`src/rtl/cfq_pkg.sv`:
```
// ----------------------------------------------------------------------------
// cfq_pkg
// Types and constants of the circular FIFO queue.
// ----------------------------------------------------------------------------
`timescale 1ns / 1ps

package cfq_pkg;

  localparam int DATA_W = 32;

  // Requested operation of an input beat; the fourth code is ignored.
  typedef enum logic [1:0] {
    OP_ENQ  = 2'd0,
    OP_DEQ  = 2'd1,
    OP_DISP = 2'd2
  } op_t;

  typedef enum logic [1:0] {
    ST_OK    = 2'd0,
    ST_FULL  = 2'd1,
    ST_EMPTY = 2'd2
  } status_t;

  typedef enum logic [1:0] {
    S_IDLE = 2'd0,
    S_DEQ  = 2'd1,
    S_DISP = 2'd2
  } state_t;

  typedef struct packed {
    op_t                       operation;
    logic signed [DATA_W-1:0]  push_value;
  } in_beat_t;

  typedef struct packed {
    status_t                   status;
    logic signed [DATA_W-1:0]  read_value;
    logic                      last;
  } out_beat_t;

endpackage

```
`src/rtl/cfq_ram.sv`:
```
// ----------------------------------------------------------------------------
// cfq_ram
// Simple dual-port storage: one write port, one read port, registered read.
// ----------------------------------------------------------------------------
`timescale 1ns / 1ps

module cfq_ram
  import cfq_pkg::*;
#(
  parameter int DEPTH = 8
) (
  input  logic                       clk,
  input  logic                       wr_en,
  input  logic [$clog2(DEPTH)-1:0]   wr_addr,
  input  logic [DATA_W-1:0]          wr_data,
  input  logic                       rd_en,
  input  logic [$clog2(DEPTH)-1:0]   rd_addr,
  output logic [DATA_W-1:0]          rd_data
);

  logic [DATA_W-1:0] mem [DEPTH];

  always_ff @(posedge clk) begin
    if (wr_en) begin
      mem[wr_addr] <= wr_data;
    end
  end

  // Read data holds until the next read is issued.
  always_ff @(posedge clk) begin
    if (rd_en) begin
      rd_data <= mem[rd_addr];
    end
  end

endmodule

```
`src/rtl/circular_fifo_queue.sv`:
```
// ----------------------------------------------------------------------------
// circular_fifo_queue
// Fixed-depth circular FIFO of signed 32-bit words with enqueue, dequeue and
// display operations, built around one synchronous storage memory.
// ----------------------------------------------------------------------------
// Each input beat carries one operation. An enqueue answers with one beat
// (ok, or full when DEPTH words are stored) and the block takes a new input
// beat in every cycle, unless the output is stalled, for enqueues and for a
// dequeue or display that meets an empty queue. A dequeue of a stored word
// reads the head entry from the memory in the accept cycle; the word then
// moves from the read register to the output register when that is free. A
// display of n stored words makes one read per cycle on the single read port
// and one output beat per cycle while the output is not stalled, oldest word
// first, with last set only on the newest. An empty queue answers a dequeue
// or a display with a single empty beat. The unused operation code is taken
// and produces nothing. The storage needs no clearing pass after reset: only
// entries written since they were last freed are ever read. A stalled output
// beat holds in the output register; the next input is then held off.
// ----------------------------------------------------------------------------
`timescale 1ns / 1ps

module circular_fifo_queue
  import cfq_pkg::*;
#(
  parameter int DEPTH = 8
) (
  input  logic      clk,
  input  logic      rst_n,
  input  logic      in_valid,
  output logic      in_stall,
  input  in_beat_t  in_data,
  output logic      out_valid,
  input  logic      out_stall,
  output out_beat_t out_data
);

  localparam int IDX_W = $clog2(DEPTH);
  localparam int OCC_W = $clog2(DEPTH + 1);

  state_t            state_r, state_nxt;
  logic [IDX_W-1:0]  head_r, head_nxt;
  logic [IDX_W-1:0]  tail_r, tail_nxt;
  logic [OCC_W-1:0]  occ_r, occ_nxt;
  // Display walk: next entry to read and number of beats still to issue
  // after the one whose data is in the read register.
  logic [IDX_W-1:0]  idx_r, idx_nxt;
  logic [OCC_W-1:0]  cnt_r, cnt_nxt;
  logic              out_valid_r, out_valid_nxt;
  out_beat_t         out_data_r, out_data_nxt;

  logic              wr_en;
  logic [IDX_W-1:0]  wr_addr;
  logic [DATA_W-1:0] wr_data;
  logic              rd_en;
  logic [IDX_W-1:0]  rd_addr;
  logic [DATA_W-1:0] rd_data;

  logic              out_free;
  logic              in_accept;

  function automatic logic [IDX_W-1:0] next_idx(input logic [IDX_W-1:0] i);
    return (i == IDX_W'(DEPTH - 1)) ? '0 : i + 1'b1;
  endfunction

  // The output register can take a new beat when it is empty or is being
  // drained at this edge.
  assign out_free  = !out_valid_r || !out_stall;
  assign in_stall  = !((state_r == S_IDLE) && out_free);
  assign in_accept = in_valid && !in_stall;

  assign out_valid = out_valid_r;
  assign out_data  = out_data_r;

  cfq_ram #(
    .DEPTH (DEPTH)
  ) u_ram (
    .clk     (clk),
    .wr_en   (wr_en),
    .wr_addr (wr_addr),
    .wr_data (wr_data),
    .rd_en   (rd_en),
    .rd_addr (rd_addr),
    .rd_data (rd_data)
  );

  always_comb begin
    state_nxt     = state_r;
    head_nxt      = head_r;
    tail_nxt      = tail_r;
    occ_nxt       = occ_r;
    idx_nxt       = idx_r;
    cnt_nxt       = cnt_r;
    out_valid_nxt = out_valid_r && out_stall;
    out_data_nxt  = out_data_r;
    wr_en         = 1'b0;
    wr_addr       = tail_r;
    wr_data       = in_data.push_value;
    rd_en         = 1'b0;
    rd_addr       = head_r;

    unique case (state_r)
      S_IDLE: begin
        if (in_accept) begin
          unique case (in_data.operation)
            OP_ENQ: begin
              out_valid_nxt = 1'b1;
              if (occ_r == OCC_W'(DEPTH)) begin
                out_data_nxt = '{status: ST_FULL, read_value: '0, last: 1'b1};
              end else begin
                out_data_nxt = '{status: ST_OK, read_value: '0, last: 1'b1};
                wr_en        = 1'b1;
                tail_nxt     = next_idx(tail_r);
                occ_nxt      = occ_r + OCC_W'(1);
              end
            end
            OP_DEQ: begin
              if (occ_r == '0) begin
                out_valid_nxt = 1'b1;
                out_data_nxt  = '{status: ST_EMPTY, read_value: '0, last: 1'b1};
              end else begin
                rd_en     = 1'b1;
                state_nxt = S_DEQ;
              end
            end
            OP_DISP: begin
              if (occ_r == '0) begin
                out_valid_nxt = 1'b1;
                out_data_nxt  = '{status: ST_EMPTY, read_value: '0, last: 1'b1};
              end else begin
                rd_en     = 1'b1;
                idx_nxt   = next_idx(head_r);
                cnt_nxt   = occ_r - OCC_W'(1);
                state_nxt = S_DISP;
              end
            end
            default: begin
              // Unused code: the beat is consumed without any effect.
            end
          endcase
        end
      end
      S_DEQ: begin
        if (out_free) begin
          out_valid_nxt = 1'b1;
          out_data_nxt  = '{status: ST_OK, read_value: rd_data, last: 1'b1};
          head_nxt      = next_idx(head_r);
          occ_nxt       = occ_r - OCC_W'(1);
          state_nxt     = S_IDLE;
        end
      end
      S_DISP: begin
        if (out_free) begin
          out_valid_nxt = 1'b1;
          out_data_nxt  = '{status: ST_OK, read_value: rd_data, last: (cnt_r == '0)};
          if (cnt_r == '0) begin
            state_nxt = S_IDLE;
          end else begin
            rd_en   = 1'b1;
            rd_addr = idx_r;
            idx_nxt = next_idx(idx_r);
            cnt_nxt = cnt_r - OCC_W'(1);
          end
        end
      end
      default: begin
        state_nxt = S_IDLE;
      end
    endcase
  end

  always_ff @(posedge clk) begin
    if (!rst_n) begin
      state_r     <= S_IDLE;
      head_r      <= '0;
      tail_r      <= '0;
      occ_r       <= '0;
      out_valid_r <= 1'b0;
    end else begin
      state_r     <= state_nxt;
      head_r      <= head_nxt;
      tail_r      <= tail_nxt;
      occ_r       <= occ_nxt;
      out_valid_r <= out_valid_nxt;
    end
  end

  always_ff @(posedge clk) begin
    idx_r      <= idx_nxt;
    cnt_r      <= cnt_nxt;
    out_data_r <= out_data_nxt;
  end

endmodule

```
`config.mk`:
```
export PLATFORM = sky130hd
export DESIGN_NAME = circular_fifo_queue
export DESIGN_NICKNAME = d
export VERILOG_FILES = /design/src/rtl/cfq_pkg.sv /design/src/rtl/cfq_ram.sv /design/src/rtl/circular_fifo_queue.sv
export SDC_FILE = /design/constraint.sdc
export NUM_CORES = 1
export LEC_CHECK = 0
export BUFFER_PORTS_ARGS = -buffer_cell sky130_fd_sc_hd__buf_2
export CAP_MARGIN = 20
export CORE_ASPECT_RATIO = 1.25
export CORE_UTILIZATION = 50
export CTS_CLUSTER_SIZE = 30
export DETAILED_ROUTE_END_ITERATION = 8
export PLACE_DENSITY = 0.67
export SLEW_MARGIN = 15
export SYNTH_ARGS = -nofsm -noshare
export SYNTH_HDL_FRONTEND = slang
export SYNTH_SLANG_ARGS = --single-unit
```
`constraint.sdc`:
```
create_clock -name clk -period 9.8 [get_ports clk]
set_input_delay 2.94 -clock clk [delete_from_list [all_inputs] [get_ports clk]]
set_output_delay 2.94 -clock clk [all_outputs]
set_load 0.005 [all_outputs]
```
; ---- Yosys cells after proc, flatten, opt, wreduce, memory -nomap -nowiden
; Memories as Yosys holds them, arrays and structs flattened. A register that Yosys moved wholly into a read port is not among the register bits.
; Index checks and enable logic that the tools add are counted.
[totals]
in_bits = 38
ram_bits = 256
output_inout_bits = 37
elab_cells = 117
ff_bits = 55
n_memories = 1
[memory_table]
columns = memory, depth, width, read_ports, rd_clocked_by_memory_dff, write_ports, line_no
row1 = u_ram.mem, 8, 32, 1, 1, 1, cfq_ram.sv:21  ; logic [DATA_W-1:0] mem [DEPTH];
[op_classes]
add_sub_neg = 6
n_eq_ne = 22
n_bitwise = 1
mux = 55
reduce_logical = 22
[ops]
columns = operator, count
row1 = $mux W35, 4
row2 = $pmux W35 S3, 1
row3 = $pmux W35 S2, 1
row4 = $mux W4, 9
row5 = $mux W34, 1
row6 = $mux W3, 11
row7 = $pmux W4 S2, 2
row8 = $mux W1, 14
row9 = $ne A2 B2 Y1 const B, 7
row10 = $mux W2, 6
row11 = $reduce_and A6 Y1, 2
row12 = $add A3 B1 Y3 const B, 3
row13 = $eq A3 B3 Y1 const B, 3
row14 = $logic_not A4 Y1, 2
row15 = $sub A4 B1 Y4 const B, 2
row16 = $reduce_and A7 Y1, 1
row17 = $ne A3 B2 Y1 const B, 2
row18 = $ne A3 B3 Y1 const B, 2
row19 = $pmux W1 S2, 3
row20 = $pmux W2 S3, 1
row21 = $pmux W3 S2, 1
row22 = $reduce_and A5 Y1, 1
row23 = $add A4 B1 Y4 const B, 1
row24 = $eq A2 B1 Y1 const B, 2
row25 = 15 further kinds, 24

; ---- Longest topological paths before layout
; Gate-level depths: netlist of run 1.
[depth]
depth_word = 8
ltp_mapped = 9
ltp_nobuf = 6

; ---- Hierarchy
; From an unflattened synthesis of run 1, not the netlist that was laid out.
[unflattened]
cells_unflattened = 650
hier_area_um2 = 13515.5
[by_module_without_submodules]
columns = mod, area_each_um2, cells_each, seq_area_each_um2, n_inst
row1 = cfq_ram, 10786.6, 415, 8648.3, 1
row2 = circular_fifo_queue, 2728.9, 235, 1521.5, 1

; ---- Worst setup path before layout of run 1
; No wires, ideal clock.
[synth_timing]
path_kind = input to register
from = input port in_data[32] in the netlist's numbering
to = register out_data_r, in the netlist out_data[0], enable pin
n_path_buf = 0
cell_stages = 5
t_arrival_ps = 6113
setup_slack_ps = 3217
path_cell_list = inv_1 -> ha_1 -> nor4bb_1 -> nor3_1 -> nor3_1
[synth_between]
elab_chain_cells = 4
word_cells_on_any_way = 7
classes_between = 4 x eq/ne / 3 x reduce/logical
[synth_lines]
columns = item, line_no
row1 = from (decl), circular_fifo_queue.sv:31  ; input in_beat_t in_data,
row2 = $eq A2 B2 Y1 or $eq A2 B1 Y1 (tied branches), circular_fifo_queue.sv:104  ; unique case (in_data.operation)
row3 = $reduce_or A2 Y1 (no source line), -
row4 = $ne A3 B2 Y1 (no source line), -
row5 = $reduce_and A6 Y1 (no source line) (*), -
row6 = to (signal assigned), circular_fifo_queue.sv:190  ; out_data_r <= out_data_nxt;
row7 = to (decl), circular_fifo_queue.sv:49  ; out_beat_t out_data_r, out_data_nxt;
; Every way passes the cells marked *; elsewhere a longest branch is shown, timed or not.
; A chain may end at the register's enable or synchronous reset.

; ---- Worst setup path in the final report of run 1
[layout_timing]
from = input port out_stall
to = output port in_stall
[layout_between]
elab_chain_cells = 4
[layout_lines]
columns = item, line_no
row1 = from (decl), circular_fifo_queue.sv:33  ; input logic out_stall,
row2 = $logic_not A1 Y1, circular_fifo_queue.sv:67  ; assign out_free = !out_valid_r || !out_stall;
row3 = $logic_or A1 B1 Y1, circular_fifo_queue.sv:67
row4 = $logic_and A1 B1 Y1, circular_fifo_queue.sv:68  ; assign in_stall = !((state_r == S_IDLE) && out_free);
row5 = $logic_not A1 Y1, circular_fifo_queue.sv:68
row6 = to (decl), circular_fifo_queue.sv:30  ; output logic in_stall,
; Every way passes these cells.

==> qor.yml, run 1 <==
outcome:
  outcome: "finished clean"
cts:
  cts_buffers: 36
  cts_tree: "yes"
  cts_root_buf: "clkbuf_16"
  clock-sinks: 343
  post_cts_buffers: 0
  ctsHoldBuffers: 0
  cts.path.max_buffers: 3
  post_cts_resized: 0
  clk_pin_slew_ps: 60
  htreeDepth: 2
  clkLatencyLatePin_ps: 530
route:
  drt-total-wl_um: 46270
  first_pass_iters: 5
  wl_per_cell_um: 22.53
  ant_nets: 0
  drt_iter0_drc: 1324
  vias_per_cell: 6.281
  route.detailed.drc: 0
  route.vias.total: 12900
setup_path:
  worst_r2r_path_depth: 8
  arrival_ps: 3560
  required_ps: 6860
  critPathTopFamily: "buffers and inverters"
  critical_path_class: "in -> out"
  crit_chain: "buf_2, a21boi_1, inv_1, buf_2"
  crit_slowest_cell: "a21boi_1"
  max_stage_delay_ps: 290
  cp.buffers_inverters: 3
  cp.depth: 4
  path_common_cell: "buf_2"
  end_kind: "primary output"
  worstPathMaxFanout: 5
  cp-start-kind: "input pin"
  rrSetupSlack_ps: 5830
pwr:
  p_int_mw: 2.500
  p_comb_share_pct: 9.5
  p_sw_share_pct: 23.08
  power_density_nw_per_um2: 168.8
  p_leak_nw: 6.427
  pwr-share-clk_pct: 38.8
  vdd_drop_max_mv: 0.09735
  p_sw_mw: 0.7502
  power_frac_seq_pct: 51.7
yosys:
  ys.flop_type: "edfxtp_1"
  ys_seq_elements: 343
  synth_top_cell_by_area: "edfxtp_1"
  synth_top_area_share_pct: 56.91
  postSynth.asyncResetShare_pct: 0
  synth_area_leaders: "edfxtp_1, nand2b_1, a211oi_1, nand2_1, a22oi_1"
  synth_edf_count: 330
  synth-warning-count: 0
  synth_cell_types: 48
  synth.avg_cell_area_um2: 11.11
  syn-num-nets: 1624
  synth_area_um2: 17410
  ys_seq_area_share_pct: 58.40
  synthCells: 1568
layout:
  syn_to_final_growth_pct: 10.58
  layout_common_cells: "edfxtp_1, nand2b_1, nand2_1"
  seq_area_um2: 10170
  diodes: 0
  final_layout_size_suffix_gt1_share_pct: 10.84
  fillCellCount: 2916
  finalNetCount: 1620
  stdcell_area_um2: 19250
  multi_input_area_um2: 6794
  final_common_cell: "edfxtp_1"
worst_hold_path:
  hold_depth: 1
  hold_class: "reg -> reg"
die:
  die_h_um: 210.6
  start_util_pct: 50.59
  dieArea_um2: 35580
  row_count: 76
  ios: 75
  die_w_um: 168.9
  core_um2: 34420
placement:
  place_hpwl_um: 22300
  io_buffer_count: 74
  placed_cell_area_um2: 18200
  gp_congestion: 0.8056
global_route:
  gr-usage-met2_pct: 43.79
  use_met3_pct: 4.366
  grt_pass1_wl_um: 70550
  grt_max_degree: 259
  busiest_layer: "met2"
  grtUsageTotal_pct: 26.08
  met1_usage_pct: 33.41
  gr-total-overflow: 0
  grt_pass1_vias: 12410
  antenna_found_initial: 3
sta:
  finalSetupTns_ps: 0
  fmax_ghz: 0.1538
  skew_ps: 18.73
  setup_violations: 0
  worst_pin_slew_ps: 1077
  hold_ws_ps: 516.9
  rsz0062_at_grt: "no"
  finalMaxSlewViolations: 0
  fin_crit_ps: 6503
  post-route-period-util_pct: 66.35
  hold_viol_final: 0
  maxSlewHeadroom_pct: 28.17
run:
  drv_cap: 0
through the flow:
stage	total power, mW	worst slack [ps]	instances	utilization [%]
after floorplan	1.910	3217	1568	-
after global placement	2.008	3289	1993	52.86
after detailed placement	2.017	3297	1993	52.86
after CTS	3.269	3294	2053	55.92
after global routing	3.362	3229	2054	55.94
final	3.250	3297	2054	55.94
cell type report:
type,count,area share [%]
clock buffers,52,5.153
clock inverters,8,0.3249
inverters,13,0.2534
multi-input cells,1067,35.28
flip-flops and latches,343,52.84
well taps,468,3.041
repair buffers,103,3.106
cells by family after synthesis:
family | count (synthesis) | share of synthesized area (%)
compound gates | 453 | 18.58
simple gates | 583 | 17.47
xor+xnor | 6 | 0.3018
mux | 7 | 0.4168
fa+ha+maj | 18 | 1.293
buf+inv | 158 | 3.535
flops | 343 | 58.40
cells in the mapped netlist (32+ instances only):
| cell | n |
|---|---|
| a211oi_1 | 129 |
| a21oi_1 | 47 |
| a22oi_1 | 96 |
| a311oi_1 | 32 |
| and2_1 | 32 |
| clkbuf_1 | 117 |
| edfxtp_1 | 330 |
| nand2_1 | 241 |
| nand2b_1 | 262 |
| o2111ai_1 | 33 |
| o22ai_1 | 96 |
power by group through the flow:
| stage | combinational (mW) | sequential, mW | clock, mW |
|---|---|---|---|
| floorplan | 0.206 | 1.70 | 0 |
| global placement | 0.298 | 1.71 | 0 |
| detailed placement | 0.306 | 1.71 | 0 |
| CTS | 0.307 | 1.68 | 1.28 |
| global route | 0.338 | 1.68 | 1.34 |
| finish | 0.308 | 1.68 | 1.26 |
path summary, 6_finish.rpt:
path	from	endpoint
worst max-delay path	out_stall	in_stall
worst min-delay path	u_ram.rd_data[15]	out_data[16]
worst max register to register	state_r[0]	u_ram.rd_data[5]
worst min register to register	u_ram.rd_data[15]	out_data[16]
per-layer routing:
layer | routed length [um] | part of all wire, % | vias to the layer above
met5 | 22 | 0.048 | -
met4 | 1533 | 3.3 | 4
met3 | 3586 | 7.8 | 117
met2 | 22740 | 49 | 531
met1 | 18380 | 40 | 6357
li1 | - | - | 5893
registers in the layout, summed over array words and instances (netlist names):
| name | count |
|---|---|
| u_ram.mem | 256 |
| out_data | 35 |
| u_ram.rd_data | 32 |
| cnt_r | 4 |
| occ_r | 4 |
| head_r | 3 |
| idx_r | 3 |
| tail_r | 3 |
| state_r | 2 |
| out_valid | 1 |
worst reg2reg max path, cell delays in order (launching register included):
cell	delay, ps
dfxtp_1	410
inv_1	90
ha_1	430
a21bo_4	920
buf_4	920
nor4b_4	90
buf_4	360
o22ai_1	300
o2111ai_1	160
Power figures use the tool's default switching activity.
==> inputs of run 2 (changes only) <==
==> constraint.sdc (replaced) <==
create_clock -name clk -period 6.5 [get_ports clk]
set_input_delay 1.95 -clock clk [delete_from_list [all_inputs] [get_ports clk]]
set_output_delay 1.95 -clock clk [all_outputs]
set_load 0.005 [all_outputs]
==> qor.yml, run 2 (same netlist as run 1, synthesis figures left out) <==
sta:
  maxSlewHeadroom_pct: 27.68  # -0.49 points
  rsz0062_at_grt: "no"
  setup_violations: 0  # unchanged
  finalMaxSlewViolations: 0  # unchanged
  fmax_ghz: 0.2183
  setup_ws_ps: 1918  # -1379 ps
  hold_viol_final: 0  # unchanged
  skew_ps: 26.08  # +7.342 ps
  fin_crit_ps: 4582
  post-route-period-util_pct: 70.49
  finalSetupTns_ps: 0  # unchanged
  worst_pin_slew_ps: 1085  # +7.351 ps
cts:
  cts_buffers: 36  # unchanged
  clock-sinks: 343  # unchanged
  clkLatencyLatePin_ps: 540  # about the same
  ctsHoldBuffers: 0  # unchanged
  post_cts_resized: 0  # unchanged
  cts.path.max_buffers: 3  # unchanged
  cts_root_buf: "clkbuf_16"
  cts_tree: "yes"
  clk_pin_slew_ps: 60  # about the same
  post_cts_buffers: 0  # unchanged
  htreeDepth: 2  # unchanged
global_route:
  antenna_found_initial: 0  # -3
  busiest_layer: "met2"
  use_met3_pct: 3.598  # -0.77 points
  grt_pass1_vias: 12420  # +0.097%
  grt_max_degree: 259  # unchanged
  grtUsageTotal_pct: 25.62  # -0.46 points
  gr-usage-met2_pct: 43.23  # -0.56 points
  gr-total-overflow: 0  # unchanged
  met1_usage_pct: 33.32  # -0.092 points
  grt_pass1_wl_um: 69670  # -1.3%
route:
  vias_per_cell: 6.267  # -0.24%
  drt_iter0_drc: 1386  # +4.7%
  first_pass_iters: 6  # +1
  drt-total-wl_um: 45540  # -1.6%
  wl_per_cell_um: 22.12  # -1.8%
  ant_nets: 0  # unchanged
  route.detailed.drc: 0  # unchanged
  route.vias.total: 12900  # +0.0078%
die:
  die_h_um: 210.6  # unchanged
  die_w_um: 168.9  # unchanged
  start_util_pct: 50.59  # unchanged
  core_um2: 34420  # unchanged
  row_count: 76  # unchanged
  dieArea_um2: 35580  # unchanged
  ios: 75  # unchanged
layout:
  diodes: 0  # unchanged
  final_common_cell: "edfxtp_1"
  finalNetCount: 1624  # +0.25%
  syn_to_final_growth_pct: 11.72
  final_layout_size_suffix_gt1_share_pct: 11.69  # +0.85 points
  multi_input_area_um2: 6794  # unchanged
  seq_area_um2: 10170  # unchanged
  fin_cells: 2059  # +0.24%
  fillCellCount: 2905  # -0.38%
  largest_register_ffs: 256  # unchanged
  top_register: "u_ram.mem"
  layout_common_cells: "edfxtp_1, nand2b_1, nand2_1"
setup_path:
  endpoint: "in_stall"
  rrSetupSlack_ps: 2630  # -3200 ps
  arrival_ps: 2630  # -930 ps
  timing.rr.end: "u_ram.rd_data[25]"
  worstPathMaxFanout: 5  # unchanged
  end_kind: "primary output"
  required_ps: 4550  # -2310 ps
  worstReg2RegStart: "cnt_r[0]"
  crit_start: "out_stall"
  worst_r2r_path_depth: 8  # unchanged
  critical_path_class: "in -> out"
  cp-start-kind: "input pin"
outcome:
  outcome: "finished clean"
worst_hold_path:
  hold_class: "reg -> reg"
pwr:
  p_leak_nw: 6.534  # +1.7%
  power_density_nw_per_um2: 262.4  # +55%
  vdd_drop_max_mv: 0.1524  # +57%
placement:
  io_buffer_count: 74  # unchanged
  placed_cells: 1998  # +0.25%
  dp_slack_ps: 1839  # -1457 ps
  place_hpwl_um: 24340  # +9.1%
  gp_congestion: 0.8191  # +1.7%
run:
  drv_cap: 0  # unchanged
run 2: routing by layer:
layer | wire, um | part of all wire [%]
met1 | 18600 | 41
met2 | 22200 | 49
met3 | 3388 | 7.4
met4 | 1351 | 3.0
met5 | 0 | 0
run 2: area by class of cell:
| class | instances | share of cell area (%) |
|---|---|---|
| repair buffers | 107 | 3.454 |
| clock buffers | 43 | 4.766 |
| multi-input cells | 1067 | 34.92 |
| flip-flops and latches | 343 | 52.30 |
| inverters | 13 | 0.2508 |
| well taps | 468 | 3.010 |
| clock inverters | 18 | 1.299 |
run 2: stage by stage:
stage               power, mW  cell area, um2  hold slack, ps  util, %
floorplan               2.880           17410           480.1        -
global placement        3.026           18220           500.8    52.92
detailed placement      3.041           18270           501.4    53.09
CTS                     5.128           19450           515.2    56.51
global route            5.262           19450           529.3    56.51
finish                  5.105           19450           515.2    56.51
run 2: worst max-delay path: stages:
cell,delay (ps)
buf_2,140
a21boi_1,340
inv_1,70
buf_2,130
run 2: how the worst min path moves through the flow:
stage,from,end,cells after the start
after floorplan,occ_r[1],occ_r[1],2
after global placement,u_ram.rd_data[25],out_data[26],1
after detailed placement,u_ram.rd_data[23],out_data[24],1
after CTS,u_ram.rd_data[23],out_data[24],1
after global routing,u_ram.rd_data[23],out_data[24],1
final,u_ram.rd_data[23],out_data[24],1
run 2: where the power goes:
group          internal, mW  leakage [nW]  switching (mW)
combinational         0.180          2.86           0.280
sequential             2.50          3.10          0.0391
clock                  1.26         0.583           0.852
